==> config.mk <==
export PLATFORM = sky130hd
export DESIGN_NAME = c5sa_mac
export DESIGN_NICKNAME = d
export VERILOG_FILES = /design/src/sv/c5sa_pkg.sv /design/src/sv/c5sa_mac.sv
export SDC_FILE = /design/constraint.sdc
export NUM_CORES = 2
export LEC_CHECK = 0
export BUFFER_PORTS_ARGS = -buffer_cell sky130_fd_sc_hd__buf_4
export CAP_MARGIN = 20
export CORE_AREA = 2 2 299 301
export CTS_BUF_LIST = sky130_fd_sc_hd__clkbuf_8
export CTS_CLUSTER_DIAMETER = 100
export DETAILED_ROUTE_END_ITERATION = 8
export DIE_AREA = 0 0 301 303
export PLACE_DENSITY = 0.71
export SKIP_LAST_GASP = 1
export SYNTH_ARGS = -nofsm -noshare
export SYNTH_HDL_FRONTEND = slang
export SYNTH_SLANG_ARGS = --single-unit
export TNS_END_PERCENT = 50
==> constraint.sdc <==
create_clock -name clk -period 18.9 [get_ports clk]
set_input_delay 2.835 -clock clk [delete_from_list [all_inputs] [get_ports clk]]
set_output_delay 2.835 -clock clk [all_outputs]
set_load 0.005 [all_outputs]
==> src/sv/c5sa_pkg.sv <==
`default_nettype none
package c5sa_pkg;

  // payload field widths
  localparam int FUNC_W     = 2;
  localparam int ICH_W      = 3;
  localparam int OCH_W      = 4;
  localparam int POS_W      = 5;
  localparam int TAP_W      = 3;
  localparam int DATA_W     = 16;
  localparam int PROD_W     = 32;
  localparam int RES_W      = 64;

  // configuration port
  localparam int CFG_IDX_W  = 2;
  localparam int CFG_DATA_W = 6;
  localparam int IMG_W      = 6;
  localparam int NIN_W      = 4;
  localparam int NOUT_W     = 5;

  localparam logic [CFG_IDX_W-1:0] CFG_IMAGE_WIDTH  = 2'd0;
  localparam logic [CFG_IDX_W-1:0] CFG_IN_CHANNELS  = 2'd1;
  localparam logic [CFG_IDX_W-1:0] CFG_OUT_CHANNELS = 2'd2;
  localparam logic [CFG_IDX_W-1:0] CFG_SQUARE_EN    = 2'd3;

  localparam logic [IMG_W-1:0]  RST_IMAGE_WIDTH  = 6'd28;
  localparam logic [NIN_W-1:0]  RST_IN_CHANNELS  = 4'd1;
  localparam logic [NOUT_W-1:0] RST_OUT_CHANNELS = 5'd5;
  localparam logic              RST_SQUARE_EN    = 1'b1;

  // item function codes
  localparam logic [FUNC_W-1:0] FUNC_LOAD_WEIGHT = 2'd0;
  localparam logic [FUNC_W-1:0] FUNC_LOAD_PIXEL  = 2'd1;
  localparam logic [FUNC_W-1:0] FUNC_COMPUTE     = 2'd2;

  // kernel geometry
  localparam int KSIZE = 5;
  localparam int KPAD  = 2;

  // largest magnitude whose square fits in a signed 64-bit value
  localparam logic [RES_W-1:0] SQ_LIMIT  = 64'd3037000499;
  localparam logic [RES_W-1:0] INT64_MAX = 64'h7FFF_FFFF_FFFF_FFFF;

  typedef enum logic [2:0] {
    ST_IDLE,
    ST_RUN,
    ST_DRAIN,
    ST_SQ,
    ST_MUL,
    ST_DONE
  } seq_state_t;

  typedef struct packed {
    logic clear;     // start of a new sum
    logic issue;     // a tap read was issued this cycle
    logic in_image;  // the issued tap lies inside the image
    logic sq;        // take the magnitude of the finished sum
    logic mul;       // square and select the result
  } mac_ctrl_t;

endpackage
`default_nettype wire

==> src/sv/c5sa_mac.sv <==
`default_nettype none
module c5sa_mac import c5sa_pkg::*; #(
  parameter int ACC_W = 37
) (
  input  wire logic                     clk,
  input  wire logic                     rst_n,
  input  wire mac_ctrl_t                ctrl,
  input  wire logic                     sq_en,
  input  wire logic signed [DATA_W-1:0] wgt_rdata,
  input  wire logic signed [DATA_W-1:0] act_rdata,
  output logic                          busy,
  output logic        [RES_W-1:0]       res
);

  logic                     p1_valid_r;
  logic                     p1_keep_r;
  logic                     p2_valid_r;
  logic signed [PROD_W-1:0] prod_r;
  logic signed [ACC_W-1:0]  acc_r;
  logic        [ACC_W-1:0]  mag;
  logic        [ACC_W-1:0]  mag_r;
  logic                     sat_r;
  logic        [RES_W-1:0]  sq_full;
  logic        [RES_W-1:0]  res_r;

  always_ff @(posedge clk) begin
    if (!rst_n) begin
      p1_valid_r <= 1'b0;
      p2_valid_r <= 1'b0;
    end else begin
      p1_valid_r <= ctrl.issue;
      p2_valid_r <= p1_valid_r;
    end
  end

  // stage 1: read data arrives, multiply; taps off the image add zero
  always_ff @(posedge clk) begin
    p1_keep_r <= ctrl.in_image;
    prod_r    <= p1_keep_r ? PROD_W'(wgt_rdata * act_rdata) : '0;
  end

  // stage 2: accumulate
  always_ff @(posedge clk) begin
    if (ctrl.clear) begin
      acc_r <= '0;
    end else if (p2_valid_r) begin
      acc_r <= acc_r + ACC_W'(prod_r);
    end
  end

  assign mag = acc_r[ACC_W-1] ? ACC_W'(-acc_r) : ACC_W'(acc_r);

  always_ff @(posedge clk) begin
    if (ctrl.sq) begin
      mag_r <= mag;
      sat_r <= RES_W'(mag) > SQ_LIMIT;
    end
  end

  assign sq_full = mag_r[31:0] * mag_r[31:0];

  always_ff @(posedge clk) begin
    if (ctrl.mul) begin
      if (!sq_en) begin
        res_r <= {{(RES_W-ACC_W){acc_r[ACC_W-1]}}, acc_r};
      end else if (sat_r) begin
        res_r <= INT64_MAX;
      end else begin
        res_r <= sq_full;
      end
    end
  end

  assign busy = p1_valid_r | p2_valid_r;
  assign res  = res_r;

  a_sq_after_drain: assert property (@(posedge clk) disable iff (!rst_n)
    ctrl.sq |-> !busy)
    else $error("magnitude taken while products still in flight");

  a_clear_idle: assert property (@(posedge clk) disable iff (!rst_n)
    ctrl.clear |-> !busy)
    else $error("sum cleared while products still in flight");

  a_mul_after_sq: assert property (@(posedge clk) disable iff (!rst_n)
    ctrl.mul |-> $past(ctrl.sq))
    else $error("square taken without a fresh magnitude");

endmodule
`default_nettype wire

Word-level counts from Yosys, hierarchy flattened
Index checks and enable logic that the tools add are counted.
{"block": "op_classes", "muxes": 3, "n_mul": 2, "n_lt_le_gt_ge": 1, "bitwise": 1, "addsub": 2}
{"op": "$mux 64", "count": 2}
{"op": "$mul 32x32->64", "count": 1}
{"op": "$add 37x32->37", "count": 1}
{"op": "$gt 37x32->1 const B", "count": 1}
{"op": "$mux 37", "count": 1}
{"op": "$neg 37->37", "count": 1}
{"op": "$mul 16x16->32", "count": 1}
{"op": "$or 1x1->1", "count": 1}
{"block": "word_totals", "register_bits": 169, "word_cells": 17, "output_inout_bits": 65, "in_bits": 40}

Logic depth before layout (Yosys ltp)
{"block": "logic_depth", "ltp_word": 3, "depth_mapped": 30, "mapped_depth_nobuf": 27}

Worst setup path after synthesis
Ideal clock, no wire load.
{"block": "synth_timing", "path_type": "input to register", "start": "input wgt_rdata[13]", "end": "register prod_r[24]", "setup_time_ns": 0.116, "n_path_buf": 1, "slack_ns": 10.400, "required_ns": 18.784, "path_stages": 23, "arrival_time_ns": 8.384, "path_cell_list": "clkbuf_1 nand2_1 fa_1 inv_1 fa_1 inv_1 fa_1 inv_1 fa_1 inv_1 fa_1 inv_1 fa_1 ha_1 a21o_1 a21o_1 a21o_1 a21o_1 a21oi_1 a31oi_1 o31a_1 or3_1 and3_1"}
{"block": "synth_between", "elab_chain_len": 1}
{"element": "from (decl)", "line": "c5sa_mac.sv:9", "text": "input wire logic signed [DATA_W-1:0] wgt_rdata,"}
{"element": "$mul 16x16->32", "line": "c5sa_mac.sv:39", "text": "prod_r <= p1_keep_r ? PROD_W'(wgt_rdata * act_rdata) : '0;"}
{"element": "to (signal assigned)", "line": "c5sa_mac.sv:39"}
{"element": "to (decl)", "line": "c5sa_mac.sv:18", "text": "logic signed [PROD_W-1:0] prod_r;"}
No other way between the ends.
A chain may end at the register's enable or synchronous reset.

Worst setup path in the final report
{"block": "layout_timing", "start": "register mag_r[16]", "end": "register res_r[60], in the netlist res[60], data pin"}
{"block": "layout_between", "elab_chain_len": 3}
{"element": "from (decl)", "line": "c5sa_mac.sv:21", "text": "logic [ACC_W-1:0] mag_r;"}
{"element": "from (signal assigned)", "line": "c5sa_mac.sv:55", "text": "mag_r <= mag;"}
{"element": "$mul 32x32->64", "line": "c5sa_mac.sv:60", "text": "assign sq_full = mag_r[31:0] * mag_r[31:0];"}
{"element": "$mux 64", "line": "c5sa_mac.sv:66", "text": "end else if (sat_r) begin"}
{"element": "$mux 64", "line": "c5sa_mac.sv:64", "text": "if (!sq_en) begin"}
{"element": "to (signal assigned)", "line": "c5sa_mac.sv:65", "text": "res_r <= {{(RES_W-ACC_W){acc_r[ACC_W-1]}}, acc_r};"}
{"element": "to (signal assigned)", "line": "c5sa_mac.sv:69", "text": "res_r <= sq_full;"}
{"element": "to (decl)", "line": "c5sa_mac.sv:24", "text": "logic [RES_W-1:0] res_r;"}
No other way between the ends.

==> impl_metrics.csv <==
group,metric,value,unit
run_status,outcome,"complete, no violations",
final_layout,synthToLayoutAreaGrowth,4.47,%
routing,wl_per_cell,19.1,um
critical_path,rrSetupSlack,9500,ps
logic_synthesis,synth_warnings,0,
critical_path,arrival,9630,ps
cts,cts_buffer_depth,2,
sta,skew,27.3,ps
hold_path,hold_path_end,"p2_valid_r$_SDFF_PN0_",
hold_path,worstHoldStart,"p1_valid_r$_SDFF_PN0_",
grt,grt_pass1_vias,37400,
placement,gp_congestion,1.09,
logic_synthesis,synthSimpleGateAreaFrac,12.4,%
cts,clk_latency,520,ps
logic_synthesis,synth_top_family_by_area,"adder cells",
final_layout,stdcell_area,50100,um2
critical_path,worstSetupPathType,"reg2reg",
logic_synthesis,ys_async_sr_fraction,0,%
routing,ant_nets,0,
critical_path,cp-startpoint,"mag_r[16]$_DFFE_PP_",
cts,postCtsSetupRepairBufs,0,
cts,cts_tree,"built",
die,die_x,301,um
routing,vias_per_cell,5.46,
cts,ctsResizeCount,0,
placement,io_buffers,104,
final_layout,final_cell_mix,"inv_1, fa_1, nand2_1",
cts,cts-root-buf,"clkbuf_8",
routing,first_iter_violations,2100,
sta,fmax,0.106,GHz
sta,rsz0062_at_grt,"no",
sta,finalHoldViolations,0,
sta,relSlewSlack,36.2,%
cts,cts_hold_buf,0,
logic_synthesis,synth_compound_area_share,7.73,%
logic_synthesis,synth_xor_xnor_area_share,3.40,%
sta,final_max_slew_viol_count,0,
logic_synthesis,synth_edf_count,97,
routing,drc_errors,0,
final_layout,nets,6602,
cts,cts_sinks,169,
die,dieArea,91200,um2
sta,tightest_slew,957,ps
routing,wirelength,120,mm
grt,grt_start_max_net_pins,65,
critical_path,critPathMaxFanout,26,
grt,grt_pass1_wl,198,mm
critical_path,cpMaxStageDelayCell,"o31ai_1",
final_layout,drive_gt1_share,4.49,%
grt,overflow,0,
critical_path,cp_slowest_stage_delay,660,ps
placement,hpwl,98.5,mm
logic_synthesis,netlist_instances,5131,
sta,fin_crit,9400,ps
critical_path,crit_top_cell,"fa_1",
die,die_height,303,um
routing,via_count,34200,
critical_path,worstReg2RegEnd,"res[60]$_DFFE_PP_",
die,num_io_pins,105,
sta,setup_viol,0,
critical_path,required,19130,ps
grt,grt_use_total,27.7,%
die,std_cell_rows,109,
die,coreArea,88000,um2
critical_path,start_kind,"flop",
sta,finalSetupTns,0,ps
logic_synthesis,yosys-mux-area-fraction,0.595,%
routing,firstDrtPassIters,5,
logic_synthesis,syn_avg_cell_area,9.34,um2
grt,antenna_found_initial,2,
cts,cts_buffers,17,
logic_synthesis,ys_ff_latch,169,
critical_path,end_kind,"flop",
sta,fin_crit_sh,49.7,%
die,initial_core_util,54.5,%
logic_synthesis,syn-cell-area,47900,um2
sta,finalWorstSetupSlack,9500,ps
cts,clkSlewWorstSetupHoldPaths,110,ps
logic_synthesis,synthAdderAreaFrac,55.0,%
placement,pre_cts_slack,9650,ps
logic_synthesis,synth-main-ff-cell,"edfxtp_1",
hold_path,hp-class,"reg2reg",
logic_synthesis,synth_cell_type_count,80,
cts,h-tree-depth,4,
placement,postPlaceCellArea,49600,um2
logic_synthesis,synth-seq-area-share,9.09,%
run,timing.max_cap.violations,0,
hold_path,hold_depth,1,
final_layout,final_common_cell,"inv_1",
critical_path,ff2ff_path_depth,25,
logic_synthesis,syn_nets,6645,
critical_path,r2r-start,"mag_r[16]$_DFFE_PP_",
## metal layers
layer,track usage [%],share of wire [%],wire (um)
met1,36.7,41,49100
met3,3.71,6.9,8190
met2,46.9,48,57400
met5,0,0.013,16
met4,10.1,4.1,4850
## sequential cells by signal (all words and copies together) (netlist names)
name / cells
p2_valid_r: 1
acc_r: 37
p1_keep_r: 1
prod_r: 32
res: 64
mag_r: 32
p1_valid_r: 1
sat_r: 1
## how the worst max path moves through the flow
stage | cells after the start | endpoint | slack (ps)
4_1_cts | 25 | res[60]$_DFFE_PP_ | 9620
2_1_floorplan | 23 | prod_r[24]$_SDFF_PN0_ | 10400
5_1_grt | 25 | res[56]$_DFFE_PP_ | 9180
3_5_place_dp | 25 | res[60]$_DFFE_PP_ | 9650
3_3_place_gp | 25 | res[60]$_DFFE_PP_ | 9670
6_report | 25 | res[60]$_DFFE_PP_ | 9500
## Yosys cell counts, types with 6 or more instances
cell type	number	area share [%]
nor2b_1	21	0.27
or2_2	15	0.20
and2_1	333	4.3
clkbuf_1	189	1.5
a21o_1	82	1.3
nand2_1	499	3.9
nor3b_1	9	0.14
and3_1	19	0.25
xnor2_1	113	2.1
dfxtp_1	72	3.0
o31ai_1	20	0.31
mux2i_1	24	0.50
nand2b_1	34	0.44
a31o_2	13	0.24
buf_1	6	0.047
o21ai_0	83	0.87
o21bai_1	34	0.53
o22ai_1	10	0.13
nor2_1	172	1.3
a31oi_1	21	0.27
o211ai_1	8	0.13
o21a_1	14	0.22
inv_1	1274	10
a211oi_1	21	0.33
xor2_1	73	1.3
or3_1	11	0.14
nand4_1	26	0.34
edfxtp_1	97	6.1
fa_1	1055	44
o221ai_1	6	0.11
nor3_1	16	0.17
nand3_1	26	0.27
a21oi_1	203	2.1
ha_1	419	11
## metrics by stage
step | std cells | utilization [%] | hold slack (ps)
final | 6269 | 56.9 | 461
after global routing | 6267 | 56.9 | 484
after CTS | 6266 | 56.9 | 463
after detailed placement | 6234 | 56.4 | 436
after global placement | 6234 | 56.4 | 432
after floorplan | 5131 | - | 421
## layout make-up
cell class | count | area, um2
multi-input combinational | 3480 | 38000
fill | 7774 | 37900
inverter | 1275 | 4790
sequential | 169 | 4360
tap | 1165 | 1460
timing repair buffer | 145 | 1090
clock buffer | 17 | 234
clock inverter | 15 | 185
antenna | 3 | 7.51
## logic make-up (layout without fill, tap and decap cells)
group / count (synthesis) / count (layout)
buf+inv: 1482 / 1452
xor+xnor: 186 / 186
mux: 28 / 28
flops: 169 / 169
simple gates: 1214 / 1214
fa+ha+maj: 1474 / 1474
other cells: 0 / 3
compound gates: 578 / 578
## critical path, delay by kind of cell, from the launching register on
kind                       cells  cell delay, ps
AOI/OAI and AO/OA              6            2010
xor gates and xnor gates       1             220
adders and majority gates      9            4460
buffers and inverters          6            1220
DFF                            1             340
and+or+nand+nor                3             840
Power is left out: the tool's default activity adds up to more than one toggle a clock period on the data nets, which glitch-free logic cannot reach.
