==> src/sv/c5sa_pkg.sv <==
`default_nettype none
package c5sa_pkg;

  // payload field widths
  localparam int FUNC_W     = 2;
  localparam int ICH_W      = 3;
  localparam int OCH_W      = 4;
  localparam int POS_W      = 5;
  localparam int TAP_W      = 3;
  localparam int DATA_W     = 16;
  localparam int PROD_W     = 32;
  localparam int RES_W      = 64;

  // configuration port
  localparam int CFG_IDX_W  = 2;
  localparam int CFG_DATA_W = 6;
  localparam int IMG_W      = 6;
  localparam int NIN_W      = 4;
  localparam int NOUT_W     = 5;

  localparam logic [CFG_IDX_W-1:0] CFG_IMAGE_WIDTH  = 2'd0;
  localparam logic [CFG_IDX_W-1:0] CFG_IN_CHANNELS  = 2'd1;
  localparam logic [CFG_IDX_W-1:0] CFG_OUT_CHANNELS = 2'd2;
  localparam logic [CFG_IDX_W-1:0] CFG_SQUARE_EN    = 2'd3;

  localparam logic [IMG_W-1:0]  RST_IMAGE_WIDTH  = 6'd28;
  localparam logic [NIN_W-1:0]  RST_IN_CHANNELS  = 4'd1;
  localparam logic [NOUT_W-1:0] RST_OUT_CHANNELS = 5'd5;
  localparam logic              RST_SQUARE_EN    = 1'b1;

  // item function codes
  localparam logic [FUNC_W-1:0] FUNC_LOAD_WEIGHT = 2'd0;
  localparam logic [FUNC_W-1:0] FUNC_LOAD_PIXEL  = 2'd1;
  localparam logic [FUNC_W-1:0] FUNC_COMPUTE     = 2'd2;

  // kernel geometry
  localparam int KSIZE = 5;
  localparam int KPAD  = 2;

  // largest magnitude whose square fits in a signed 64-bit value
  localparam logic [RES_W-1:0] SQ_LIMIT  = 64'd3037000499;
  localparam logic [RES_W-1:0] INT64_MAX = 64'h7FFF_FFFF_FFFF_FFFF;

  typedef enum logic [2:0] {
    ST_IDLE,
    ST_RUN,
    ST_DRAIN,
    ST_SQ,
    ST_MUL,
    ST_DONE
  } seq_state_t;

  typedef struct packed {
    logic clear;     // start of a new sum
    logic issue;     // a tap read was issued this cycle
    logic in_image;  // the issued tap lies inside the image
    logic sq;        // take the magnitude of the finished sum
    logic mul;       // square and select the result
  } mac_ctrl_t;

endpackage
`default_nettype wire

==> src/sv/c5sa_if.sv <==
`default_nettype none
interface c5sa_in_if import c5sa_pkg::*; ();
  logic                     valid;
  logic                     ready;
  logic [FUNC_W-1:0]        func;
  logic [ICH_W-1:0]         in_chan;
  logic [OCH_W-1:0]         out_chan;
  logic [POS_W-1:0]         row;
  logic [POS_W-1:0]         col;
  logic [TAP_W-1:0]         tap_row;
  logic [TAP_W-1:0]         tap_col;
  logic signed [DATA_W-1:0] data_value;

  modport source (
    output valid, func, in_chan, out_chan, row, col, tap_row, tap_col, data_value,
    input  ready
  );
  modport sink (
    input  valid, func, in_chan, out_chan, row, col, tap_row, tap_col, data_value,
    output ready
  );
endinterface

interface c5sa_out_if import c5sa_pkg::*; ();
  logic                    valid;
  logic                    ready;
  logic signed [RES_W-1:0] result_value;
  logic                    range_error;

  modport source (
    output valid, result_value, range_error,
    input  ready
  );
  modport sink (
    input  valid, result_value, range_error,
    output ready
  );
endinterface
`default_nettype wire

==> src/sv/c5sa_seq.sv <==
`default_nettype none
module c5sa_seq import c5sa_pkg::*; #(
  parameter int MAX_WIDTH        = 32,
  parameter int MAX_IN_CHANNELS  = 8,
  parameter int MAX_OUT_CHANNELS = 16,
  localparam int ACT_DEPTH = MAX_IN_CHANNELS * MAX_WIDTH * MAX_WIDTH,
  localparam int WGT_DEPTH = KSIZE * KSIZE * MAX_IN_CHANNELS * MAX_OUT_CHANNELS,
  localparam int ACT_AW    = (ACT_DEPTH > 1) ? $clog2(ACT_DEPTH) : 1,
  localparam int WGT_AW    = (WGT_DEPTH > 1) ? $clog2(WGT_DEPTH) : 1
) (
  input  wire logic                  clk,
  input  wire logic                  rst_n,
  c5sa_in_if.sink                    in_ch,
  c5sa_out_if.source                 out_ch,
  input  wire logic                  cfg_we,
  input  wire logic [CFG_IDX_W-1:0]  cfg_index,
  input  wire logic [CFG_DATA_W-1:0] cfg_data,
  output logic                       wgt_we,
  output logic      [WGT_AW-1:0]     wgt_addr,
  output logic      [DATA_W-1:0]     wgt_wdata,
  output logic                       act_we,
  output logic      [ACT_AW-1:0]     act_addr,
  output logic      [DATA_W-1:0]     act_wdata,
  output mac_ctrl_t                  ctrl,
  output logic                       sq_en,
  input  wire logic                  mac_busy,
  input  wire logic [RES_W-1:0]      mac_res
);

  localparam int ZC_W = (MAX_IN_CHANNELS > 1) ? $clog2(MAX_IN_CHANNELS) : 1;

  seq_state_t        state_r, state_nxt;
  logic [IMG_W-1:0]  img_w_r;
  logic [NIN_W-1:0]  nin_cfg_r;
  logic [NOUT_W-1:0] nout_cfg_r;
  logic              sq_en_r;
  logic [OCH_W-1:0]  oc_r;
  logic [POS_W-1:0]  row_r;
  logic [POS_W-1:0]  col_r;
  logic [ZC_W-1:0]   z_r, z_nxt;
  logic [TAP_W-1:0]  yy_r, yy_nxt;
  logic [TAP_W-1:0]  xx_r, xx_nxt;
  logic              err_r, err_nxt;
  logic              out_valid_r;
  logic [RES_W-1:0]  out_res_r;
  logic              out_err_r;
  logic              out_load;

  logic [IMG_W-1:0]  w_c;
  logic [NIN_W-1:0]  nin_c;
  logic [NOUT_W-1:0] nout_c;
  logic              accept;
  logic              req_err;
  logic              wgt_ok;
  logic              act_ok;
  logic              last_tap;
  logic signed [7:0] py, px;
  logic              tap_in;
  logic [ACT_AW-1:0] act_raddr, act_waddr;
  logic [WGT_AW-1:0] wgt_raddr, wgt_waddr;

  // registers above their maximum are clamped
  assign w_c    = (int'(img_w_r) > MAX_WIDTH) ? IMG_W'(MAX_WIDTH) : img_w_r;
  assign nin_c  = (int'(nin_cfg_r) > MAX_IN_CHANNELS) ? NIN_W'(MAX_IN_CHANNELS) : nin_cfg_r;
  assign nout_c = (int'(nout_cfg_r) > MAX_OUT_CHANNELS) ?
                  NOUT_W'(MAX_OUT_CHANNELS) : nout_cfg_r;

  always_ff @(posedge clk) begin
    if (!rst_n) begin
      img_w_r    <= RST_IMAGE_WIDTH;
      nin_cfg_r  <= RST_IN_CHANNELS;
      nout_cfg_r <= RST_OUT_CHANNELS;
      sq_en_r    <= RST_SQUARE_EN;
    end else if (cfg_we) begin
      case (cfg_index)
        CFG_IMAGE_WIDTH:  img_w_r    <= cfg_data[IMG_W-1:0];
        CFG_IN_CHANNELS:  nin_cfg_r  <= cfg_data[NIN_W-1:0];
        CFG_OUT_CHANNELS: nout_cfg_r <= cfg_data[NOUT_W-1:0];
        CFG_SQUARE_EN:    sq_en_r    <= cfg_data[0];
        default: ;
      endcase
    end
  end

  assign sq_en = sq_en_r;

  assign in_ch.ready = (state_r == ST_IDLE);
  assign accept      = in_ch.valid && in_ch.ready;

  assign req_err = ({1'b0, in_ch.out_chan} >= nout_c) ||
                   ({1'b0, in_ch.row} >= w_c) || ({1'b0, in_ch.col} >= w_c);

  assign wgt_ok = (int'(in_ch.tap_row) < KSIZE) && (int'(in_ch.tap_col) < KSIZE) &&
                  (int'(in_ch.in_chan) < MAX_IN_CHANNELS) &&
                  (int'(in_ch.out_chan) < MAX_OUT_CHANNELS);
  assign act_ok = (int'(in_ch.in_chan) < MAX_IN_CHANNELS) &&
                  (int'(in_ch.row) < MAX_WIDTH) && (int'(in_ch.col) < MAX_WIDTH);

  // tap position in the image, padded by two on each side
  assign py = $signed({3'b000, row_r}) + $signed({5'b00000, yy_r}) - $signed(8'(KPAD));
  assign px = $signed({3'b000, col_r}) + $signed({5'b00000, xx_r}) - $signed(8'(KPAD));
  assign tap_in = !py[7] && (py < $signed({2'b00, w_c})) &&
                  !px[7] && (px < $signed({2'b00, w_c}));

  assign act_raddr = tap_in ?
    ACT_AW'((int'(z_r) * MAX_WIDTH + int'(py[6:0])) * MAX_WIDTH + int'(px[6:0])) : '0;
  assign act_waddr =
    ACT_AW'((int'(in_ch.in_chan) * MAX_WIDTH + int'(in_ch.row)) * MAX_WIDTH +
            int'(in_ch.col));
  assign wgt_raddr =
    WGT_AW'(((int'(yy_r) * KSIZE + int'(xx_r)) * MAX_IN_CHANNELS + int'(z_r)) *
            MAX_OUT_CHANNELS + int'(oc_r));
  assign wgt_waddr =
    WGT_AW'(((int'(in_ch.tap_row) * KSIZE + int'(in_ch.tap_col)) * MAX_IN_CHANNELS +
             int'(in_ch.in_chan)) * MAX_OUT_CHANNELS + int'(in_ch.out_chan));

  assign wgt_we    = accept && (in_ch.func == FUNC_LOAD_WEIGHT) && wgt_ok;
  assign act_we    = accept && (in_ch.func == FUNC_LOAD_PIXEL) && act_ok;
  assign wgt_wdata = in_ch.data_value;
  assign act_wdata = in_ch.data_value;
  assign wgt_addr  = (state_r == ST_RUN) ? wgt_raddr : wgt_waddr;
  assign act_addr  = (state_r == ST_RUN) ? act_raddr : act_waddr;

  assign last_tap = (xx_r == TAP_W'(KSIZE - 1)) && (yy_r == TAP_W'(KSIZE - 1)) &&
                    (int'(z_r) == int'(nin_c) - 1);

  always_comb begin
    state_nxt = state_r;
    z_nxt     = z_r;
    yy_nxt    = yy_r;
    xx_nxt    = xx_r;
    err_nxt   = err_r;
    ctrl      = '0;
    out_load  = 1'b0;
    case (state_r)
      ST_IDLE: begin
        if (accept && (in_ch.func == FUNC_COMPUTE)) begin
          z_nxt  = '0;
          yy_nxt = '0;
          xx_nxt = '0;
          if (req_err) begin
            err_nxt   = 1'b1;
            state_nxt = ST_DONE;
          end else begin
            err_nxt    = 1'b0;
            ctrl.clear = 1'b1;
            // no input channels in use gives a sum of zero
            state_nxt  = (nin_c == '0) ? ST_DRAIN : ST_RUN;
          end
        end
      end
      ST_RUN: begin
        ctrl.issue    = 1'b1;
        ctrl.in_image = tap_in;
        if (xx_r == TAP_W'(KSIZE - 1)) begin
          xx_nxt = '0;
          if (yy_r == TAP_W'(KSIZE - 1)) begin
            yy_nxt = '0;
            z_nxt  = z_r + 1'b1;
          end else begin
            yy_nxt = yy_r + 1'b1;
          end
        end else begin
          xx_nxt = xx_r + 1'b1;
        end
        if (last_tap) begin
          state_nxt = ST_DRAIN;
        end
      end
      ST_DRAIN: begin
        if (!mac_busy) begin
          state_nxt = ST_SQ;
        end
      end
      ST_SQ: begin
        ctrl.sq   = 1'b1;
        state_nxt = ST_MUL;
      end
      ST_MUL: begin
        ctrl.mul  = 1'b1;
        state_nxt = ST_DONE;
      end
      ST_DONE: begin
        if (!out_valid_r || out_ch.ready) begin
          out_load  = 1'b1;
          state_nxt = ST_IDLE;
        end
      end
      default: begin
        state_nxt = ST_IDLE;
      end
    endcase
  end

  always_ff @(posedge clk) begin
    if (!rst_n) begin
      state_r <= ST_IDLE;
      z_r     <= '0;
      yy_r    <= '0;
      xx_r    <= '0;
      err_r   <= 1'b0;
    end else begin
      state_r <= state_nxt;
      z_r     <= z_nxt;
      yy_r    <= yy_nxt;
      xx_r    <= xx_nxt;
      err_r   <= err_nxt;
    end
  end

  always_ff @(posedge clk) begin
    if (accept) begin
      oc_r  <= in_ch.out_chan;
      row_r <= in_ch.row;
      col_r <= in_ch.col;
    end
  end

  // output register: new items are taken while a result waits here
  always_ff @(posedge clk) begin
    if (!rst_n) begin
      out_valid_r <= 1'b0;
    end else if (out_load) begin
      out_valid_r <= 1'b1;
    end else if (out_ch.ready) begin
      out_valid_r <= 1'b0;
    end
  end

  always_ff @(posedge clk) begin
    if (out_load) begin
      out_res_r <= err_r ? '0 : mac_res;
      out_err_r <= err_r;
    end
  end

  assign out_ch.valid        = out_valid_r;
  assign out_ch.result_value = out_res_r;
  assign out_ch.range_error  = out_err_r;

  a_no_write_in_sweep: assert property (@(posedge clk) disable iff (!rst_n)
    ctrl.issue |-> (!wgt_we && !act_we))
    else $error("store written during a tap sweep");

  a_tap_in_kernel: assert property (@(posedge clk) disable iff (!rst_n)
    (state_r == ST_RUN) |-> ((xx_r < TAP_W'(KSIZE)) && (yy_r < TAP_W'(KSIZE))))
    else $error("tap counter left the kernel");

  a_result_shown: assert property (@(posedge clk) disable iff (!rst_n)
    out_load |=> (out_ch.valid && (out_ch.range_error == $past(err_r))))
    else $error("finished item not presented at the output");

endmodule
`default_nettype wire

==> src/flat_wrapper.sv <==
// flat-port wrapper written by rule: the top's interface ports become plain ports
module c5sa_seq_flat import c5sa_pkg::*;
#(
  parameter int MAX_WIDTH        = 32,
  parameter int MAX_IN_CHANNELS  = 8,
  parameter int MAX_OUT_CHANNELS = 16,
  localparam int ACT_DEPTH = MAX_IN_CHANNELS * MAX_WIDTH * MAX_WIDTH,
  localparam int WGT_DEPTH = KSIZE * KSIZE * MAX_IN_CHANNELS * MAX_OUT_CHANNELS,
  localparam int ACT_AW    = (ACT_DEPTH > 1) ? $clog2(ACT_DEPTH) : 1,
  localparam int WGT_AW    = (WGT_DEPTH > 1) ? $clog2(WGT_DEPTH) : 1
)
  (clk, rst_n, cfg_we, cfg_index, cfg_data, wgt_we, wgt_addr, wgt_wdata, act_we, act_addr, act_wdata, ctrl, sq_en, mac_busy, mac_res, in_ch_valid, in_ch_func, in_ch_in_chan, in_ch_out_chan, in_ch_row, in_ch_col, in_ch_tap_row, in_ch_tap_col, in_ch_data_value, in_ch_ready, out_ch_valid, out_ch_result_value, out_ch_range_error, out_ch_ready);
  c5sa_in_if in_ch_i ();
  c5sa_out_if out_ch_i ();
  input  wire logic clk;
  input  wire logic rst_n;
  input  wire logic cfg_we;
  input  wire logic [CFG_IDX_W-1:0] cfg_index;
  input  wire logic [CFG_DATA_W-1:0] cfg_data;
  output logic wgt_we;
  output logic      [WGT_AW-1:0] wgt_addr;
  output logic      [DATA_W-1:0] wgt_wdata;
  output logic act_we;
  output logic      [ACT_AW-1:0] act_addr;
  output logic      [DATA_W-1:0] act_wdata;
  output mac_ctrl_t ctrl;
  output logic sq_en;
  input  wire logic mac_busy;
  input  wire logic [RES_W-1:0] mac_res;
  input wire logic [$bits(in_ch_i.valid)-1:0] in_ch_valid;
  input wire logic [$bits(in_ch_i.func)-1:0] in_ch_func;
  input wire logic [$bits(in_ch_i.in_chan)-1:0] in_ch_in_chan;
  input wire logic [$bits(in_ch_i.out_chan)-1:0] in_ch_out_chan;
  input wire logic [$bits(in_ch_i.row)-1:0] in_ch_row;
  input wire logic [$bits(in_ch_i.col)-1:0] in_ch_col;
  input wire logic [$bits(in_ch_i.tap_row)-1:0] in_ch_tap_row;
  input wire logic [$bits(in_ch_i.tap_col)-1:0] in_ch_tap_col;
  input wire logic [$bits(in_ch_i.data_value)-1:0] in_ch_data_value;
  output wire logic [$bits(in_ch_i.ready)-1:0] in_ch_ready;
  output wire logic [$bits(out_ch_i.valid)-1:0] out_ch_valid;
  output wire logic [$bits(out_ch_i.result_value)-1:0] out_ch_result_value;
  output wire logic [$bits(out_ch_i.range_error)-1:0] out_ch_range_error;
  input wire logic [$bits(out_ch_i.ready)-1:0] out_ch_ready;
  assign in_ch_i.valid = in_ch_valid;
  assign in_ch_i.func = in_ch_func;
  assign in_ch_i.in_chan = in_ch_in_chan;
  assign in_ch_i.out_chan = in_ch_out_chan;
  assign in_ch_i.row = in_ch_row;
  assign in_ch_i.col = in_ch_col;
  assign in_ch_i.tap_row = in_ch_tap_row;
  assign in_ch_i.tap_col = in_ch_tap_col;
  assign in_ch_i.data_value = in_ch_data_value;
  assign in_ch_ready = in_ch_i.ready;
  assign out_ch_valid = out_ch_i.valid;
  assign out_ch_result_value = out_ch_i.result_value;
  assign out_ch_range_error = out_ch_i.range_error;
  assign out_ch_i.ready = out_ch_ready;
  c5sa_seq #(.MAX_WIDTH(MAX_WIDTH), .MAX_IN_CHANNELS(MAX_IN_CHANNELS), .MAX_OUT_CHANNELS(MAX_OUT_CHANNELS)) u_core (.clk(clk), .rst_n(rst_n), .in_ch(in_ch_i), .out_ch(out_ch_i), .cfg_we(cfg_we), .cfg_index(cfg_index), .cfg_data(cfg_data), .wgt_we(wgt_we), .wgt_addr(wgt_addr), .wgt_wdata(wgt_wdata), .act_we(act_we), .act_addr(act_addr), .act_wdata(act_wdata), .ctrl(ctrl), .sq_en(sq_en), .mac_busy(mac_busy), .mac_res(mac_res));
endmodule
==> config.mk <==
export PLATFORM = sky130hd
export DESIGN_NAME = c5sa_seq_flat
export DESIGN_NICKNAME = d
export VERILOG_FILES = /design/src/sv/c5sa_pkg.sv /design/src/sv/c5sa_if.sv /design/src/sv/c5sa_seq.sv /design/src/flat_wrapper.sv
export SDC_FILE = /design/constraint.sdc
export NUM_CORES = 1
export LEC_CHECK = 0
export ABC_AREA = 1
export BUFFER_PORTS_ARGS = -buffer_cell sky130_fd_sc_hd__buf_2
export CORE_ASPECT_RATIO = 2
export CORE_MARGIN = 5
export CORE_UTILIZATION = 47
export CTS_BUF_LIST = sky130_fd_sc_hd__clkbuf_8
export CTS_CLUSTER_DIAMETER = 40
export DETAILED_ROUTE_END_ITERATION = 16
export HOLD_SLACK_MARGIN = 0.06
export PLACE_DENSITY = 0.89
export SETUP_SLACK_MARGIN = 0.15
export SLEW_MARGIN = 25
export SYNTH_ARGS = -nofsm -noshare
export SYNTH_HDL_FRONTEND = slang
export SYNTH_SLANG_ARGS = --single-unit
==> constraint.sdc <==
create_clock -name clk -period 9.1 [get_ports clk]
set_input_delay 2.275 -clock clk [delete_from_list [all_inputs] [get_ports clk]]
set_output_delay 2.275 -clock clk [all_outputs]
set_load 0.05 [all_outputs]
# Word-level counts from Yosys, hierarchy flattened
# Cells that the tools add are included.
[op_classes]
n_eq_ne = 19
magnitude_cmp = 10
n_mux = 33
n_mul = 2
addsub = 18
n_reduce_logical = 32
[ops]
columns = ["cell", "count"]
rows = [
  ["two-way mux 3 bit", 11],
  ["== test 4 x 32 -> 1 bit", 1],
  ["two-way mux 13 bit", 2],
  ["adder 12 x 5 -> 12 bit", 2],
  ["one-hot mux 3 bit (2 select lines)", 3],
  ["one-hot mux 3 bit (6 select lines)", 1],
  ["adder 8 x 4 -> 8 bit", 2],
  ["< comparator 8 x 7 -> 1 bit", 2],
  ["subtractor 8 x 3 -> 8 bit, second input constant", 2],
  ["adder 13 x 6 -> 13 bit", 1],
  ["adder 13 x 8 -> 13 bit", 1],
  ["adder 5 x 3 -> 6 bit", 2],
  ["== test 3 bit, second input constant", 4],
  ["greater-or-equal comparator 5 x 6 -> 1 bit", 2],
  ["two-way mux 12 bit", 1],
  ["AND reduction 2 bit", 6],
  ["logical AND 1 bit", 11],
  ["adder 5 x 4 -> 5 bit", 2],
  ["multiplier 3 x 3 -> 5 bit, second input constant", 2],
  ["two-way mux 1 bit", 10],
  ["adder 3 x 1 -> 3 bit, second input constant", 3],
  ["adder 8 x 5 -> 8 bit", 1],
  ["adder 8 x 7 -> 8 bit", 1],
  ["inequality test 2 bit, second input constant", 4],
  ["other kinds (23)", 37],
]
[word_totals]
regBits = 109
in_bits = 119
word_cells = 129
out_inout_bits = 132

# Logic depth before layout (Yosys ltp)
[depth]
depth_word = 8
ltp_mapped = 19
ltp_nobuf = 19

# Worst setup path before layout
# No wires, ideal clock.
[synth_path]
path_kind = "in2reg"
startpoint = "input out_ch_ready"
endpoint = "register u_core.out_err_r (netlist: u_core.out_ch.range_error), enable pin"
stages = 2
path_buffers = 0
t_arrival_ps = 8472
required_ps = 8452
setup_time_ps = 648
setup_slack_ps = -20
path_cell_list = "nor2_1 > nor4_1"
[synth_via]
elab_chain_len = 3
[synth_lines]
columns = ["element", "line", "rtl"]
rows = [
  ["start: declaration", "flat_wrapper.sv:43", "input wire logic [$bits(out_ch_i.ready)-1:0] out_ch_ready;"],
  ["logical OR 1 bit", "c5sa_seq.sv:184", "if (!out_valid_r || out_ch.ready) begin"],
  ["two-way mux 1 bit", "c5sa_seq.sv:184", ""],
  ["two-way mux 1 bit", "c5sa_seq.sv:135", "case (state_r)"],
  ["named net u_core.out_load", "c5sa_seq.sv:47", "logic out_load;"],
  ["end signal: assignment", "c5sa_seq.sv:233", "out_err_r <= err_r;"],
  ["end: declaration", "c5sa_seq.sv:46", "logic out_err_r;"],
]
# The timed path passes the listed nets, and every way through them passes these cells.
# A chain may end at the register's enable or synchronous reset.

==> flow_summary.yaml <==
floorplanning:
  die-area_sq_mm: 0.0170
  die_height_um: 180
  io_pins: 251
  die_x_um: 94.8
  num_rows: 62
  core-area_sq_mm: 0.0143
  start_util: 0.474
finish:
  multi_input_area_sq_mm: 0.00294
  ff_latch_area_sq_mm: 0.00297
  nets: 1153
  stdcell_count: 1167
  syn_to_final_growth_pct: 17.4
  fill_cells: 1358
  n_antenna_cell: 0
  drive_above_1_share: 0.265
cts:
  h-tree-depth: 3
  cts_sinks: 109
  cts-hold-fix-buffers: 0
  cts_resized: 0
  cts_tree: "done"
  clk_latency_ns: 0.37
  cts.clk_slew.worst_paths_ns: 0.10
  cts_buffer_depth: 2
  post_cts_buffers: 0
  root_buffer: "clkbuf_8"
  numCtsBuffers: 9
critical_path:
  r2r-end: "u_core.err_r"
  cp.arrival_ns: 4.12
  cp-end-kind: "output port"
  cp_data_required_time_ns: 6.83
  r2r_slack_ns: 6.58
  crit_fanout: 3
  crit_type: "input port to output port"
  ff2ff_path_depth: 14
  worstSetupStartpointType: "input port"
  rr_startpoint: "u_core.img_w_r[0]"
hold_path:
  hold_class: "register to register"
  whs_endpoint: "u_core.nout_cfg_r[0]"
  hold-path-cell-count: 2
  min_from: "u_core.nout_cfg_r[0]"
placement:
  dp.cells: 1152
  io_buffers: 202
  dp_hpwl_um: 13900
  gp_congestion: 0.848
yosys:
  syn-num-nets: 983
  async_flop_share: 0
  ys.warnings.count: 0
  netlist_area_sq_mm: 0.00676
  synth.area.top_cells: "edfxtp_1 35%, ha_1 11%, dfxtp_1 8.9%, nand2_1 8.7%, inv_1 8.2%"
  ys_seq_elements: 109
  yosys-top-cells-count: "156 x nand2_1, 147 x inv_1, 98 x nor2_1"
  ys.flop_type: "edfxtp_1"
  synth_cells: 801
  avgSynthCellArea_sq_um: 8.44
  yosysUniqueCellTypes: 42
  synth_edf_count: 79
  synth_top_area_share: 0.351
  synth_most_common_cell: "nand2_1"
  seq_area_frac_synth: 0.440
  synth_top_area_cell: "edfxtp_1"
drt:
  post_drt_via_cell_ratio: 4.86
  drt_iter0_markers: 188
  wl_um: 16800
  avgRoutedWirePerCell_um: 14.4
  drt_first_pass_iters: 4
  ant_nets: 0
  vias: 5675
  drc: 0
grt:
  grt_use_met1: 0.172
  grt_pass1_vias: 5721
  grt_pass1_wl_um: 26600
  use_met3: 0.0611
  grt_antenna_before_repair: 0
  track_usage: 0.203
  grt_max_degree: 67
  grt.overflow.total: 0
  grt_use_met2: 0.385
  grt_busiest_layer: "met2"
run:
  maxCapViolCount: 0
sta:
  tns_ns: 0
  worst_slew_pin_slew_ns: 0.788
  relSlewSlack: 0.475
  setup_viol: 0
  fin_crit_sh: 0.703
  slew_violations: 0
  fin_crit_ns: 6.39
  hold_violations: 0
  worst_hold_slack_ns: 0.490
  clock_skew_ns: 0.00639
  fmax_mhz: 156
  rsz0062_at_grt: "no"
power:
  power.density_mw_per_mm2: 237
  ir_worst_vdd_v: 0.000170
  power.leakage_nw: 4.22
status:
  run_status: "finished clean"
[stage by stage]
stage,area (sq um),util,power [mW],setup WS (ns)
final,7940,0.556,1.88,2.71
after global routing,7940,0.556,2.02,2.58
after CTS,7940,0.556,1.90,2.64
after detailed placement,7750,0.543,1.61,2.64
after global placement,7750,0.543,1.59,2.69
after floorplan,6770,-,1.41,2.73
[cell families after synthesis]
logic type,Yosys count,share of synthesized area
and+or+nand+nor,342,0.228
adders and majority gates,63,0.123
buffers and inverters,198,0.128
DFF,109,0.440
AOI/OAI and AO/OA,74,0.0624
xor gates and xnor gates,15,0.0194
[worst max-delay path by stage]
| stage | from | endpoint | slack (ns) | cells past startpoint |
|---|---|---|---|---|
| 4_1_cts | in_ch_col[1] | ctrl[4] | 2.64 | 11 |
| 5_1_grt | in_ch_col[1] | ctrl[4] | 2.58 | 11 |
| 3_3_place_gp | in_ch_col[1] | ctrl[4] | 2.69 | 11 |
| 6_report | in_ch_col[1] | ctrl[4] | 2.71 | 11 |
| 2_1_floorplan | out_ch_ready | u_core.out_ch.range_error | 2.73 | 2 |
| 3_5_place_dp | in_ch_col[1] | ctrl[4] | 2.64 | 11 |
[routing by layer]
layer,vias to the layer above,part of all wire
li1,2874,-
met3,56,0.079
met4,0,0.058
met2,201,0.55
met5,-,0
met1,2544,0.31
[cell type report]
class,instances,area share
clock inverters,6,0.00772
repair buffers,204,0.129
flip-flops and latches,109,0.375
clock buffers,9,0.0156
multi-input cells,494,0.370
well taps,192,0.0303
inverters,153,0.0723
[cell usage in the layout, fill, tap and decap left out, types with 9 or more instances in the layout]
master and count:
buf_2 202, nand2_1 156, inv_1 147, nor2_1 98, edfxtp_1 79, ha_1 57
nand3_1 30, dfxtp_1 29, o21ai_0 24, a21oi_1 22, nand4_1 13, nand2_2 11
o21ai_1 11, xor2_1 9, clkbuf_8 9
[report_power, final]
group / switching, mW / internal, mW / total, mW
combinational: 0.695 / 0.263 / 0.958
clock: 0.162 / 0.126 / 0.288
sequential: 0.0390 / 0.599 / 0.638
[worst max-delay path, stage by stage]
cell and delay (ns):
buf_2 0.12, ha_1 0.30, inv_1 0.06, nor2_1 0.03
o21ai_0 0.14, o211ai_1 0.11, nor2_1 0.30, nand2_1 0.17
or2_2 0.31, inv_1 0.05, buf_2 0.25
[registers in the layout, summed over array words and instances, names as in the netlist]
signal / cells
u_core.oc_r: 4
u_core.row_r: 5
u_core.yy_r: 3
u_core.out_ch.valid: 1
u_core.xx_r: 3
u_core.sq_en: 1
u_core.err_r: 1
u_core.col_r: 5
u_core.out_ch.result_value: 64
u_core.out_ch.range_error: 1
u_core.state_r: 3
u_core.nout_cfg_r: 5
u_core.z_r: 3
u_core.nin_cfg_r: 4
u_core.img_w_r: 6
(Power assumes the default switching activity.)
